==> config.mk <==
export PLATFORM = sky130hd
export DESIGN_NAME = stereo_gain_step_sweeper_top
export DESIGN_NICKNAME = d
export VERILOG_FILES = /design/src/sgss_pkg.sv /design/src/sgss_div.sv /design/src/sgss_ctrl.sv /design/src/sgss_dp.sv /design/src/stereo_gain_step_sweeper_top.sv
export SDC_FILE = /design/constraint.sdc
export NUM_CORES = 2
export LEC_CHECK = 0
export BUFFER_PORTS_ARGS = -buffer_cell sky130_fd_sc_hd__clkbuf_2
export CAP_MARGIN = 20
export CORE_MARGIN = 1.5
export CORE_UTILIZATION = 60
export CTS_CLUSTER_SIZE = 40
export DETAILED_ROUTE_END_ITERATION = 7
export PLACE_DENSITY = 0.75
export SYNTH_ARGS = -nofsm -noshare
export SYNTH_HDL_FRONTEND = slang
export SYNTH_SLANG_ARGS = --single-unit
==> constraint.sdc <==
create_clock -name clk -period 12.2 [get_ports clk]
set_input_delay 2.44 -clock clk [delete_from_list [all_inputs] [get_ports clk]]
set_output_delay 2.44 -clock clk [all_outputs]
set_load 0.02 [all_outputs]
==> src/sgss_pkg.sv <==
// Shared types, constants and the gain ladder for the stereo gain step sweeper.
// Used by the controller, the datapath and the top level; depends on nothing.
`default_nettype none

package sgss_pkg;

  localparam int STEP_W      = 6;
  localparam int LVL_W       = 5;
  localparam int STEPLEN_W   = 22;
  localparam int RAMP_W      = 18;
  localparam int CFG_IDX_W   = 2;
  localparam int CFG_DATA_W  = 22;
  localparam int IN_LEVELS   = 9;
  localparam int ALL_LEVELS  = 21;
  localparam int ROM_FRAC    = 30;
  localparam int ROM_W       = 32;
  localparam int MAX_STEP    = 2 * ALL_LEVELS - 1;

  localparam logic [STEPLEN_W-1:0] STEP_LENGTH_RESET = STEPLEN_W'(96000);
  localparam logic [RAMP_W-1:0]    RAMP_LENGTH_RESET = RAMP_W'(4800);

  typedef enum logic [CFG_IDX_W-1:0] {
    REG_STEP_LENGTH  = 2'd0,
    REG_RAMP_LENGTH  = 2'd1,
    REG_SWEEP_MODE   = 2'd2
  } cfg_reg_t;

  // Ladder levels in Q2.30: attenuation rungs, mute, then over-cancel rungs.
  localparam logic [ROM_W-1:0] LEVEL_ROM [ALL_LEVELS] = '{
    32'd0,          32'd313590827,  32'd535596128,  32'd692763850,
    32'd804030072,  32'd882800537,  32'd938565737,  32'd978044493,
    32'd1073741824,
    32'd1137365028, 32'd1204758141, 32'd1276144550, 32'd1351761020,
    32'd1431857737, 32'd1516700633, 32'd1606570802, 32'd1701766107,
    32'd1802602103, 32'd1909412976, 32'd2022552574, 32'd2142396597
  };

  typedef enum logic [3:0] {
    ST_IDLE,
    ST_LOAD,
    ST_DIVL_GO,
    ST_DIVL_WAIT,
    ST_DIVR_GO,
    ST_DIVR_WAIT,
    ST_GAIN,
    ST_MUL_L,
    ST_MUL_R,
    ST_WAIT
  } ctrl_state_t;

  typedef struct packed {
    logic in_capture;
    logic load_step;
    logic div_start;
    logic div_sel;
    logic slope_we;
    logic gain_upd;
    logic mul_l;
    logic mul_r;
    logic out_load;
  } sgss_cmd_t;

  typedef struct packed {
    logic step_pending;
    logic out_free;
    logic div_done;
  } sgss_stat_t;

  // Ladder entry rounded half up from Q2.30 to the datapath's fraction width.
  function automatic logic [ROM_W-1:0] rom_gain(input logic [STEP_W-1:0] lvl,
                                                input int sh);
    logic [LVL_W-1:0] idx;
    logic [ROM_W:0]   v;
    begin
      idx = (lvl >= STEP_W'(ALL_LEVELS)) ? LVL_W'(ALL_LEVELS - 1) : lvl[LVL_W-1:0];
      v   = {1'b0, LEVEL_ROM[idx]};
      if (sh > 0) begin
        v = (v + ((ROM_W+1)'(1) << (sh - 1))) >> sh;
      end
      return v[ROM_W-1:0];
    end
  endfunction

endpackage

`default_nettype wire

==> src/sgss_div.sv <==
// Bit-serial signed divider for the ramp slopes, one quotient bit per cycle.
// Standalone; driven by the controller and the datapath.
`default_nettype none

module sgss_div #(
  parameter int QB = 24,
  parameter int DW = 18
) (
  input  wire logic                 clk,
  input  wire logic                 rst_n,
  input  wire logic                 start,
  input  wire logic signed [QB:0]   dividend,
  input  wire logic [DW-1:0]        divisor,
  output logic                      done,
  output logic signed [QB:0]        quot
);

  localparam int CW = $clog2(QB + 1);

  logic [QB-1:0] quo_r, quo_nxt;
  logic [DW-1:0] rem_r, rem_nxt;
  logic [DW-1:0] d_r;
  logic          neg_r;
  logic [CW-1:0] cnt_r, cnt_nxt;
  logic          done_r, done_nxt;
  logic [QB:0]   mag;
  logic [DW:0]   trial;
  logic [DW:0]   diff;
  logic          ge;

  always_comb begin
    mag      = dividend[QB] ? (QB+1)'(-dividend) : dividend;
    trial    = {rem_r, quo_r[QB-1]};
    diff     = trial - {1'b0, d_r};
    ge       = trial >= {1'b0, d_r};
    quo_nxt  = quo_r;
    rem_nxt  = rem_r;
    cnt_nxt  = cnt_r;
    done_nxt = 1'b0;
    if (start) begin
      quo_nxt = mag[QB-1:0];
      rem_nxt = '0;
      cnt_nxt = CW'(QB);
    end else if (cnt_r != '0) begin
      quo_nxt  = {quo_r[QB-2:0], ge};
      rem_nxt  = ge ? diff[DW-1:0] : trial[DW-1:0];
      cnt_nxt  = cnt_r - CW'(1);
      done_nxt = (cnt_r == CW'(1));
    end
  end

  always_ff @(posedge clk) begin
    if (!rst_n) begin
      cnt_r  <= '0;
      done_r <= 1'b0;
    end else begin
      cnt_r  <= cnt_nxt;
      done_r <= done_nxt;
    end
    quo_r <= quo_nxt;
    rem_r <= rem_nxt;
    if (start) begin
      d_r   <= divisor;
      neg_r <= dividend[QB];
    end
  end

  assign done = done_r;
  assign quot = neg_r ? -$signed({1'b0, quo_r}) : $signed({1'b0, quo_r});

endmodule

`default_nettype wire

==> src/sgss_ctrl.sv <==
// Controller state machine that sequences step setup, gain ramp, mixing and output.
// Depends on sgss_pkg for the state enum and the command and status structs.
`default_nettype none

module sgss_ctrl (
  input  wire logic               clk,
  input  wire logic               rst_n,
  input  wire logic               in_tvalid,
  output logic                    in_tready,
  input  wire sgss_pkg::sgss_stat_t stat,
  output sgss_pkg::sgss_cmd_t     cmd
);

  sgss_pkg::ctrl_state_t state_r, state_nxt;

  always_ff @(posedge clk) begin
    if (!rst_n) begin
      state_r <= sgss_pkg::ST_IDLE;
    end else begin
      state_r <= state_nxt;
    end
  end

  always_comb begin
    state_nxt = state_r;
    cmd       = '0;
    in_tready = 1'b0;
    case (state_r)
      sgss_pkg::ST_IDLE: begin
        in_tready = 1'b1;
        if (in_tvalid) begin
          cmd.in_capture = 1'b1;
          state_nxt = stat.step_pending ? sgss_pkg::ST_LOAD : sgss_pkg::ST_GAIN;
        end
      end
      sgss_pkg::ST_LOAD: begin
        cmd.load_step = 1'b1;
        state_nxt = sgss_pkg::ST_DIVL_GO;
      end
      sgss_pkg::ST_DIVL_GO: begin
        cmd.div_start = 1'b1;
        state_nxt = sgss_pkg::ST_DIVL_WAIT;
      end
      sgss_pkg::ST_DIVL_WAIT: begin
        if (stat.div_done) begin
          cmd.slope_we = 1'b1;
          state_nxt = sgss_pkg::ST_DIVR_GO;
        end
      end
      sgss_pkg::ST_DIVR_GO: begin
        cmd.div_start = 1'b1;
        cmd.div_sel   = 1'b1;
        state_nxt = sgss_pkg::ST_DIVR_WAIT;
      end
      sgss_pkg::ST_DIVR_WAIT: begin
        cmd.div_sel = 1'b1;
        if (stat.div_done) begin
          cmd.slope_we = 1'b1;
          state_nxt = sgss_pkg::ST_GAIN;
        end
      end
      sgss_pkg::ST_GAIN: begin
        cmd.gain_upd = 1'b1;
        state_nxt = sgss_pkg::ST_MUL_L;
      end
      sgss_pkg::ST_MUL_L: begin
        cmd.mul_l = 1'b1;
        state_nxt = sgss_pkg::ST_MUL_R;
      end
      sgss_pkg::ST_MUL_R: begin
        cmd.mul_r = 1'b1;
        state_nxt = sgss_pkg::ST_WAIT;
      end
      sgss_pkg::ST_WAIT: begin
        if (stat.out_free) begin
          cmd.out_load = 1'b1;
          state_nxt = sgss_pkg::ST_IDLE;
        end
      end
      default: begin
        state_nxt = sgss_pkg::ST_IDLE;
      end
    endcase
  end

endmodule

`default_nettype wire

==> src/sgss_dp.sv <==
// Datapath: configuration, sweep position, gain ramp, shared multiplier and output register.
// Depends on sgss_pkg; takes commands from sgss_ctrl and slopes from sgss_div.
`default_nettype none

module sgss_dp #(
  parameter int SAMPLE_BITS    = 24,
  parameter int GAIN_FRAC_BITS = 22
) (
  input  wire logic                                  clk,
  input  wire logic                                  rst_n,
  input  wire logic                                  cfg_we,
  input  wire logic [sgss_pkg::CFG_IDX_W-1:0]        cfg_index,
  input  wire logic [sgss_pkg::CFG_DATA_W-1:0]       cfg_wdata,
  input  wire logic signed [SAMPLE_BITS-1:0]         in_left,
  input  wire logic signed [SAMPLE_BITS-1:0]         in_right,
  input  wire sgss_pkg::sgss_cmd_t                   cmd,
  input  wire logic                                  out_tready,
  output logic                                       step_pending,
  output logic                                       out_free,
  output logic signed [GAIN_FRAC_BITS+2:0]           div_dividend,
  output logic [sgss_pkg::RAMP_W-1:0]                div_divisor,
  input  wire logic signed [GAIN_FRAC_BITS+2:0]      div_quot,
  output logic                                       out_tvalid,
  output logic signed [SAMPLE_BITS-1:0]              mix_left,
  output logic signed [SAMPLE_BITS-1:0]              mix_right,
  output logic [sgss_pkg::STEP_W-1:0]                out_step
);

  localparam int GW  = GAIN_FRAC_BITS + 2;
  localparam int GS  = GAIN_FRAC_BITS + 3;
  localparam int SW  = SAMPLE_BITS + 1;
  localparam int PW  = SW + GS;
  localparam int SH  = sgss_pkg::ROM_FRAC - GAIN_FRAC_BITS;
  localparam int SLW = sgss_pkg::STEPLEN_W;
  localparam int RW  = sgss_pkg::RAMP_W;
  localparam int KW  = sgss_pkg::STEP_W;
  localparam int HW  = PW + 2 - SAMPLE_BITS;

  localparam logic signed [GS-1:0] ONE = GS'(1) <<< GAIN_FRAC_BITS;

  logic [SLW-1:0] step_len_r;
  logic [RW-1:0]  ramp_len_r;
  logic           inph_r;

  logic [KW-1:0]  idx_r;
  logic [SLW-1:0] cnt_r;
  logic           pend_r;

  logic signed [GS-1:0] gain_l_r, gain_r_r, slope_l_r, slope_r_r;
  logic [GW-1:0]        tgt_l_r, tgt_r_r;
  logic [RW-1:0]        ramp_rem_r;
  logic [RW-1:0]        r_r;

  logic signed [SW-1:0]  s_r;
  logic signed [PW-1:0]  prod_r;
  logic signed [SAMPLE_BITS-1:0] res_l_r;
  logic                  ovalid_r;
  logic signed [SAMPLE_BITS-1:0] oleft_r, oright_r;
  logic [KW-1:0]         ostep_r;

  logic [KW-1:0]  n_lvl, n_steps, back, lvl;
  logic           on_left;
  logic [GW-1:0]  tgt_g;
  logic [SLW-1:0] eff_step;
  logic [RW-1:0]  r0, r_eff;
  logic [SLW-1:0] st_m1;
  logic [SLW:0]   cnt_inc;
  logic [KW-1:0]  idx_inc;
  logic signed [GS-1:0] tgt_l_ext, tgt_r_ext, mgain, one_m;
  logic signed [PW-1:0] prod_nxt;
  logic signed [SAMPLE_BITS-1:0] sat_p;

  function automatic logic signed [SAMPLE_BITS-1:0] sat_round(
      input logic signed [PW-1:0] p);
    logic signed [PW:0] sum;
    logic signed [PW:0] sh;
    logic [HW-1:0]      hi;
    begin
      sum = PW'(p) + (PW+1)'(ONE);
      sh  = sum >>> (GAIN_FRAC_BITS + 1);
      hi  = sh[PW:SAMPLE_BITS-1];
      if ((&hi) || !(|hi)) begin
        return sh[SAMPLE_BITS-1:0];
      end else if (sh[PW]) begin
        return {1'b1, {(SAMPLE_BITS-1){1'b0}}};
      end else begin
        return {1'b0, {(SAMPLE_BITS-1){1'b1}}};
      end
    end
  endfunction

  always_comb begin
    n_lvl   = inph_r ? KW'(sgss_pkg::IN_LEVELS) : KW'(sgss_pkg::ALL_LEVELS);
    n_steps = inph_r ? KW'(2 * sgss_pkg::IN_LEVELS) : KW'(2 * sgss_pkg::ALL_LEVELS);
    on_left = idx_r < n_lvl;
    back    = idx_r - n_lvl;
    if (on_left) begin
      lvl = idx_r;
    end else if (back < n_lvl) begin
      lvl = n_lvl - KW'(1) - back;
    end else begin
      lvl = '0;
    end
    tgt_g = GW'(sgss_pkg::rom_gain(lvl, SH));

    eff_step = (step_len_r == '0) ? SLW'(1) : step_len_r;
    st_m1    = eff_step - SLW'(1);
    r0       = (ramp_len_r == '0) ? RW'(1) : ramp_len_r;
    r_eff    = ({{(SLW-RW){1'b0}}, r0} >= eff_step) ? st_m1[RW-1:0] : r0;
    if (r_eff == '0) begin
      r_eff = RW'(1);
    end

    cnt_inc = {1'b0, cnt_r} + (SLW+1)'(1);
    idx_inc = idx_r + KW'(1);

    tgt_l_ext = $signed({1'b0, tgt_l_r});
    tgt_r_ext = $signed({1'b0, tgt_r_r});
    div_dividend = cmd.div_sel ? (tgt_r_ext - gain_r_r) : (tgt_l_ext - gain_l_r);
    div_divisor  = r_r;

    mgain    = cmd.mul_r ? gain_r_r : gain_l_r;
    one_m    = ONE - mgain;
    prod_nxt = s_r * one_m;
    sat_p    = sat_round(prod_r);
  end

  always_ff @(posedge clk) begin
    if (!rst_n) begin
      step_len_r <= sgss_pkg::STEP_LENGTH_RESET;
      ramp_len_r <= sgss_pkg::RAMP_LENGTH_RESET;
      inph_r     <= 1'b0;
      idx_r      <= '0;
      cnt_r      <= '0;
      pend_r     <= 1'b1;
      gain_l_r   <= '0;
      gain_r_r   <= '0;
      tgt_l_r    <= '0;
      tgt_r_r    <= '0;
      slope_l_r  <= '0;
      slope_r_r  <= '0;
      ramp_rem_r <= '0;
      ovalid_r   <= 1'b0;
    end else begin
      if (cfg_we) begin
        case (sgss_pkg::cfg_reg_t'(cfg_index))
          sgss_pkg::REG_STEP_LENGTH: step_len_r <= cfg_wdata[SLW-1:0];
          sgss_pkg::REG_RAMP_LENGTH: ramp_len_r <= cfg_wdata[RW-1:0];
          sgss_pkg::REG_SWEEP_MODE: begin
            inph_r <= cfg_wdata[0];
            idx_r  <= '0;
            cnt_r  <= '0;
            pend_r <= 1'b1;
          end
          default: ;
        endcase
      end
      if (cmd.load_step) begin
        tgt_l_r    <= on_left ? tgt_g : '0;
        tgt_r_r    <= on_left ? '0 : tgt_g;
        r_r        <= r_eff;
        ramp_rem_r <= r_eff;
        pend_r     <= 1'b0;
      end
      if (cmd.slope_we) begin
        if (cmd.div_sel) begin
          slope_r_r <= div_quot;
        end else begin
          slope_l_r <= div_quot;
        end
      end
      if (cmd.gain_upd && (ramp_rem_r != '0)) begin
        ramp_rem_r <= ramp_rem_r - RW'(1);
        if (ramp_rem_r == RW'(1)) begin
          gain_l_r <= tgt_l_ext;
          gain_r_r <= tgt_r_ext;
        end else begin
          gain_l_r <= gain_l_r + slope_l_r;
          gain_r_r <= gain_r_r + slope_r_r;
        end
      end
      if (cmd.out_load) begin
        ovalid_r <= 1'b1;
        if (cnt_inc >= {1'b0, eff_step}) begin
          cnt_r  <= '0;
          idx_r  <= (idx_inc >= n_steps) ? '0 : idx_inc;
          pend_r <= 1'b1;
        end else begin
          cnt_r <= cnt_inc[SLW-1:0];
        end
      end else if (out_tready) begin
        ovalid_r <= 1'b0;
      end
    end
    if (cmd.in_capture) begin
      s_r <= SW'(in_left) + SW'(in_right);
    end
    if (cmd.mul_l || cmd.mul_r) begin
      prod_r <= prod_nxt;
    end
    if (cmd.mul_r) begin
      res_l_r <= sat_p;
    end
    if (cmd.out_load) begin
      oleft_r  <= res_l_r;
      oright_r <= sat_p;
      ostep_r  <= idx_r;
    end
  end

  assign step_pending = pend_r;
  assign out_free     = !ovalid_r || out_tready;
  assign out_tvalid   = ovalid_r;
  assign mix_left     = oleft_r;
  assign mix_right    = oright_r;
  assign out_step     = ostep_r;

endmodule

`default_nettype wire

==> src/stereo_gain_step_sweeper_top.sv <==
// Top level of the stereo gain step sweeper: stream ports, configuration port, wiring.
// Instantiates sgss_ctrl, sgss_dp and sgss_div; depends on sgss_pkg.
//
//   Channel | Direction | Word contents
//   in_     | slave     | left_sample, right_sample
//   out_    | master    | left_out, right_out, step_number
//   cfg_    | write     | step_length, ramp_length, sweep mode by index
//
// A word passes through ST_GAIN, ST_MUL_L and ST_MUL_R to ST_WAIT, which loads the output
// register once it is free; the next word can be accepted in the cycle after that load.
// The first word of each sweep step also passes through ST_LOAD and the two
// bit-serial slope divisions in sgss_div, one quotient bit per cycle, before ST_GAIN.
// Reset is synchronous and active low; no clearing pass is needed.
// The next word is accepted while a finished word waits in the output register.
`default_nettype none

module stereo_gain_step_sweeper_top #(
  parameter int SAMPLE_BITS    = 24,
  parameter int GAIN_FRAC_BITS = 22
) (
  input  wire logic                                clk,
  input  wire logic                                rst_n,
  input  wire logic                                in_tvalid,
  output logic                                     in_tready,
  // left_sample, right_sample
  input  wire logic [((2*SAMPLE_BITS+7)/8)*8-1:0]  in_tdata,
  output logic                                     out_tvalid,
  input  wire logic                                out_tready,
  // left_out, right_out, step_number
  output logic [((2*SAMPLE_BITS+sgss_pkg::STEP_W+7)/8)*8-1:0] out_tdata,
  input  wire logic                                cfg_we,
  input  wire logic [sgss_pkg::CFG_IDX_W-1:0]      cfg_index,
  input  wire logic [sgss_pkg::CFG_DATA_W-1:0]     cfg_wdata
);

  localparam int OUT_W = ((2*SAMPLE_BITS+sgss_pkg::STEP_W+7)/8)*8;
  localparam int GS    = GAIN_FRAC_BITS + 3;

  sgss_pkg::sgss_cmd_t  cmd;
  sgss_pkg::sgss_stat_t stat;

  logic                            step_pending;
  logic                            out_free;
  logic                            div_done;
  logic signed [GS-1:0]            div_dividend;
  logic signed [GS-1:0]            div_quot;
  logic [sgss_pkg::RAMP_W-1:0]     div_divisor;
  logic signed [SAMPLE_BITS-1:0]   mix_left, mix_right;
  logic [sgss_pkg::STEP_W-1:0]     out_step;

  assign stat.step_pending = step_pending;
  assign stat.out_free     = out_free;
  assign stat.div_done     = div_done;

  sgss_ctrl u_ctrl (
    .clk       (clk),
    .rst_n     (rst_n),
    .in_tvalid (in_tvalid),
    .in_tready (in_tready),
    .stat      (stat),
    .cmd       (cmd)
  );

  sgss_dp #(
    .SAMPLE_BITS    (SAMPLE_BITS),
    .GAIN_FRAC_BITS (GAIN_FRAC_BITS)
  ) u_dp (
    .clk          (clk),
    .rst_n        (rst_n),
    .cfg_we       (cfg_we),
    .cfg_index    (cfg_index),
    .cfg_wdata    (cfg_wdata),
    .in_left      (in_tdata[SAMPLE_BITS-1:0]),
    .in_right     (in_tdata[2*SAMPLE_BITS-1:SAMPLE_BITS]),
    .cmd          (cmd),
    .out_tready   (out_tready),
    .step_pending (step_pending),
    .out_free     (out_free),
    .div_dividend (div_dividend),
    .div_divisor  (div_divisor),
    .div_quot     (div_quot),
    .out_tvalid   (out_tvalid),
    .mix_left     (mix_left),
    .mix_right    (mix_right),
    .out_step     (out_step)
  );

  sgss_div #(
    .QB (GS - 1),
    .DW (sgss_pkg::RAMP_W)
  ) u_div (
    .clk      (clk),
    .rst_n    (rst_n),
    .start    (cmd.div_start),
    .dividend (div_dividend),
    .divisor  (div_divisor),
    .done     (div_done),
    .quot     (div_quot)
  );

  assign out_tdata = OUT_W'({out_step, mix_right, mix_left});

endmodule

`default_nettype wire

==> flow_summary_export.csv <==
group,metric,value,unit
sta,grt_setup_unrepaired,"no",
logic_synthesis,seq_area_frac_synth,0.216,
grt,initial_antenna_violation_count,8,
placement,gp_congestion,0.987,
setup_path,crit_type,"flip-flop to flip-flop",
clock_tree,cts_tree,"yes",
die,fp-row-count,107,
sta,setup_viol,0,
run,max_cap_violations,0,
sta,slew_at_the_pin_closest_to_its_max_slew_limit,1.05,ns
die,initial_cell_density_of_the_core,0.604,
logic_synthesis,postSynth.asyncResetShare,0,
logic_synthesis,synth_top_area_cell,"fa_1",
die,die-height,295,um
logic_synthesis,syn-mean-instance-area,8.94,um^2
logic_synthesis,synth.distinct_cells,112,
clock_tree,cts_resized,0,
die,die_area,0.0872,mm^2
clock_tree,cts-buffers-inserted,53,
route,postRouteAntennaNets,0,
sta,max-slew-margin-rel,0.298,
logic_synthesis,postSynthRegisterBits,457,
grt,grt_first_pass_wirelength,228000,um
grt,m1_gr_usage,0.460,
grt,grt.overflow.total,0,
grt,routing_layer_with_the_top_usage_in_global_route,"met2",
grt,groute.layer.met3.usage,0.0668,
setup_path,slowest_stage,"or4b_4",
die,placeableCoreArea,0.0849,mm^2
die,floorplan.io_pins,135,
grt,number_of_global_route_vias_before_repair,41200,
route,dr_total_vias,41300,
logic_synthesis,synth_enable_flop_cells,192,
logic_synthesis,netlist_instances,5734,
placement,detailed_placement_hpwl,108000,um
logic_synthesis,ys_top_cells_by_area,"fa_1 26%, edfxtp_1 11%, dfxtp_1 10%",
setup_path,worst-endpoint-required,12.59,ns
sta,final_hold_viol_count,0,
logic_synthesis,yosysWarnings,0,
hold_path,holdCritPathClass,"flip-flop to flip-flop",
grt,grt_start_max_net_pins,125,
sta,clock_skew,0.0194,ns
clock_tree,clock_insertion_delay_worst_skew,0.65,ns
sta,fin_crit_sh,0.933,
logic_synthesis,syn_area,0.0513,mm^2
sta,drv_slew,0,
route,vias_per_cell,5.98,
sta,max_clock_freq,0.0878,GHz
setup_path,timing.critical_path.slowest_cell_delay,0.79,ns
grt,grt.met2_usage,0.530,
sta,timing.setup.tns,0,ns
clock_tree,clk_pin_slew,0.06,ns
clock_tree,numClockSinks,457,
die,dieWidth,295,um
route,detailedRoute.firstPassIterationCount,6,
clock_tree,clock_tree.buffer_depth,3,
route,drt-wirelength-per-cell,20.6,um
route,drc,0,
clock_tree,ctsHtreeMaxLevel,2,
route,initialDrtViolationCount,3379,
route,routed_wirelength,142000,um
logic_synthesis,synth_top_area_share,0.259,
placement,port_buffers,132,
setup_path,cp.arrival,11.77,ns
logic_synthesis,synth_ff_type,"dfxtp_1",
clock_tree,post-cts-setup-buffers,0,
status,status,"finished clean",
sta,post-route-min-period,11.39,ns
setup_path,critical_path.startpoint_type,"flip-flop",
cells_and_area,drive_above_1_share,0.0702,
cells_and_area,fin_nets,6817,
setup_path,end_kind,"flip-flop",
grt,grt.total_usage,0.335,
clock_tree,clock-root-buffer,"clkbuf_16",
clock_tree,cts.hold.buffers_added,0,
cells_and_area,area_delta_synth_final,7.09,%
setup_path,regToRegSetupSlack,0.81,ns
setup_path,critical_path.max_fanout,59,
setup_path,worst_path_most_repeated_cell,"fa_1",
per-layer routing:
layer  wire, um  vias to the layer above
met5         41                        -
met4       5330                        6
met3      13300                      306
met2      65100                     1799
met1      58400                    20300
li1           -                    18900
stage by stage:
| step | cell area, um^2 | hold WS (ns) | setup WS [ns] | std cells | util |
|---|---|---|---|---|---|
| 5_1_grt | 54900 | 0.422 | 0.247 | 6913 | 0.647 |
| 3_3_place_gp | 53000 | 0.401 | 1.02 | 6809 | 0.625 |
| 2_1_floorplan | 51300 | 0.400 | 2.49 | 5735 | - |
| 4_1_cts | 54900 | 0.418 | 0.843 | 6909 | 0.646 |
| 3_5_place_dp | 53000 | 0.405 | 0.902 | 6809 | 0.625 |
| 6_report | 54900 | 0.415 | 0.813 | 6914 | 0.647 |
final cells by class:
| cell class | instances | area [um^2] |
|---|---|---|
| multi-input combinational | 4167 | 36200 |
| fill | 7049 | 30000 |
| sequential | 457 | 11100 |
| inverter | 829 | 3120 |
| tap | 1144 | 1430 |
| clock buffer | 68 | 1420 |
| timing repair buffer | 215 | 1300 |
| clock inverter | 32 | 384 |
| antenna | 2 | 5.00 |
layout by cell type, fill, tap and decap left out, types with 50 or more instances in the layout:
cell type | Yosys | layout
a211oi_1 | 82 | 82
a21o_1 | 58 | 58
a21oi_1 | 298 | 296
a31oi_1 | 50 | 50
and2_1 | 196 | 196
buf_4 | 5 | 80
clkbuf_16 | 0 | 54
clkbuf_2 | 0 | 133
dfxtp_1 | 265 | 265
edfxtp_1 | 192 | 192
fa_1 | 663 | 663
ha_1 | 354 | 354
inv_1 | 826 | 825
nand2_1 | 765 | 764
nand3_1 | 99 | 99
nand4_1 | 51 | 51
nor2_1 | 315 | 313
nor2b_1 | 77 | 77
nor3_1 | 91 | 91
o21ai_0 | 205 | 203
xnor2_1 | 166 | 152
xor2_1 | 112 | 108
sequential cells by signal, summed over array words and instances (netlist names), 22 cells and up:
| name | cells |
|---|---|
| u_dp.mix_left | 24 |
| u_div.quo_r | 24 |
| u_dp.prod_r | 28 |
| u_dp.mix_right | 24 |
| u_dp.s_r | 25 |
| u_dp.step_len_r | 22 |
| u_dp.res_l_r | 24 |
| u_dp.cnt_r | 22 |
| u_dp.slope_r_r | 25 |
| u_dp.tgt_r_r | 24 |
| u_dp.slope_l_r | 25 |
| u_dp.gain_r_r | 25 |
| u_dp.tgt_l_r | 24 |
| u_dp.gain_l_r | 25 |
cells in the mapped netlist (26+ instances only):
cell type	n
nand4_1	51
nand2_1	765
a31oi_1	50
clkbuf_1	240
mux2i_1	29
nand3_1	99
a211oi_1	82
o21a_1	43
ha_1	354
nor2b_1	77
dfxtp_1	265
and2_1	196
nor3_1	91
or3_1	33
edfxtp_1	192
and3_1	32
xor2_1	112
nand2b_1	36
o21ai_0	205
fa_1	663
nor2_1	315
xnor2_1	166
a21oi_1	298
a21o_1	58
inv_1	826
o211ai_1	26
path summary, 6_finish.rpt:
check,from,end,cells after the start
min,u_dp.res_l_r[23],u_dp.mix_left[23],0
max,u_ctrl.state_r[0],u_dp.prod_r[49],37
min reg2reg,u_dp.res_l_r[23],u_dp.mix_left[23],0
max reg2reg,u_ctrl.state_r[0],u_dp.prod_r[49],37
cells by family after synthesis:
family          share of synthesized area
buf+inv                            0.0832
simple gates                        0.166
flops                               0.216
other cells                     0.0000732
compound gates                      0.132
fa+ha+maj                           0.345
mux                               0.00889
xor+xnor                           0.0478
worst max-delay path: cells and delay by family, from the launching register on:
family,cells,cell delay [ns]
AND/OR/NAND/NOR,4,1.54
multiplexers,1,0.35
XOR/XNOR,1,0.13
flip-flops,1,0.30
buffers and inverters,7,1.17
adder cells (fa/ha/maj),9,4.18
AO/OA/AOI/OAI,15,3.38
Power is left out: the tool's default activity adds up to more than one toggle a clock period on the data nets, which glitch-free logic cannot reach.
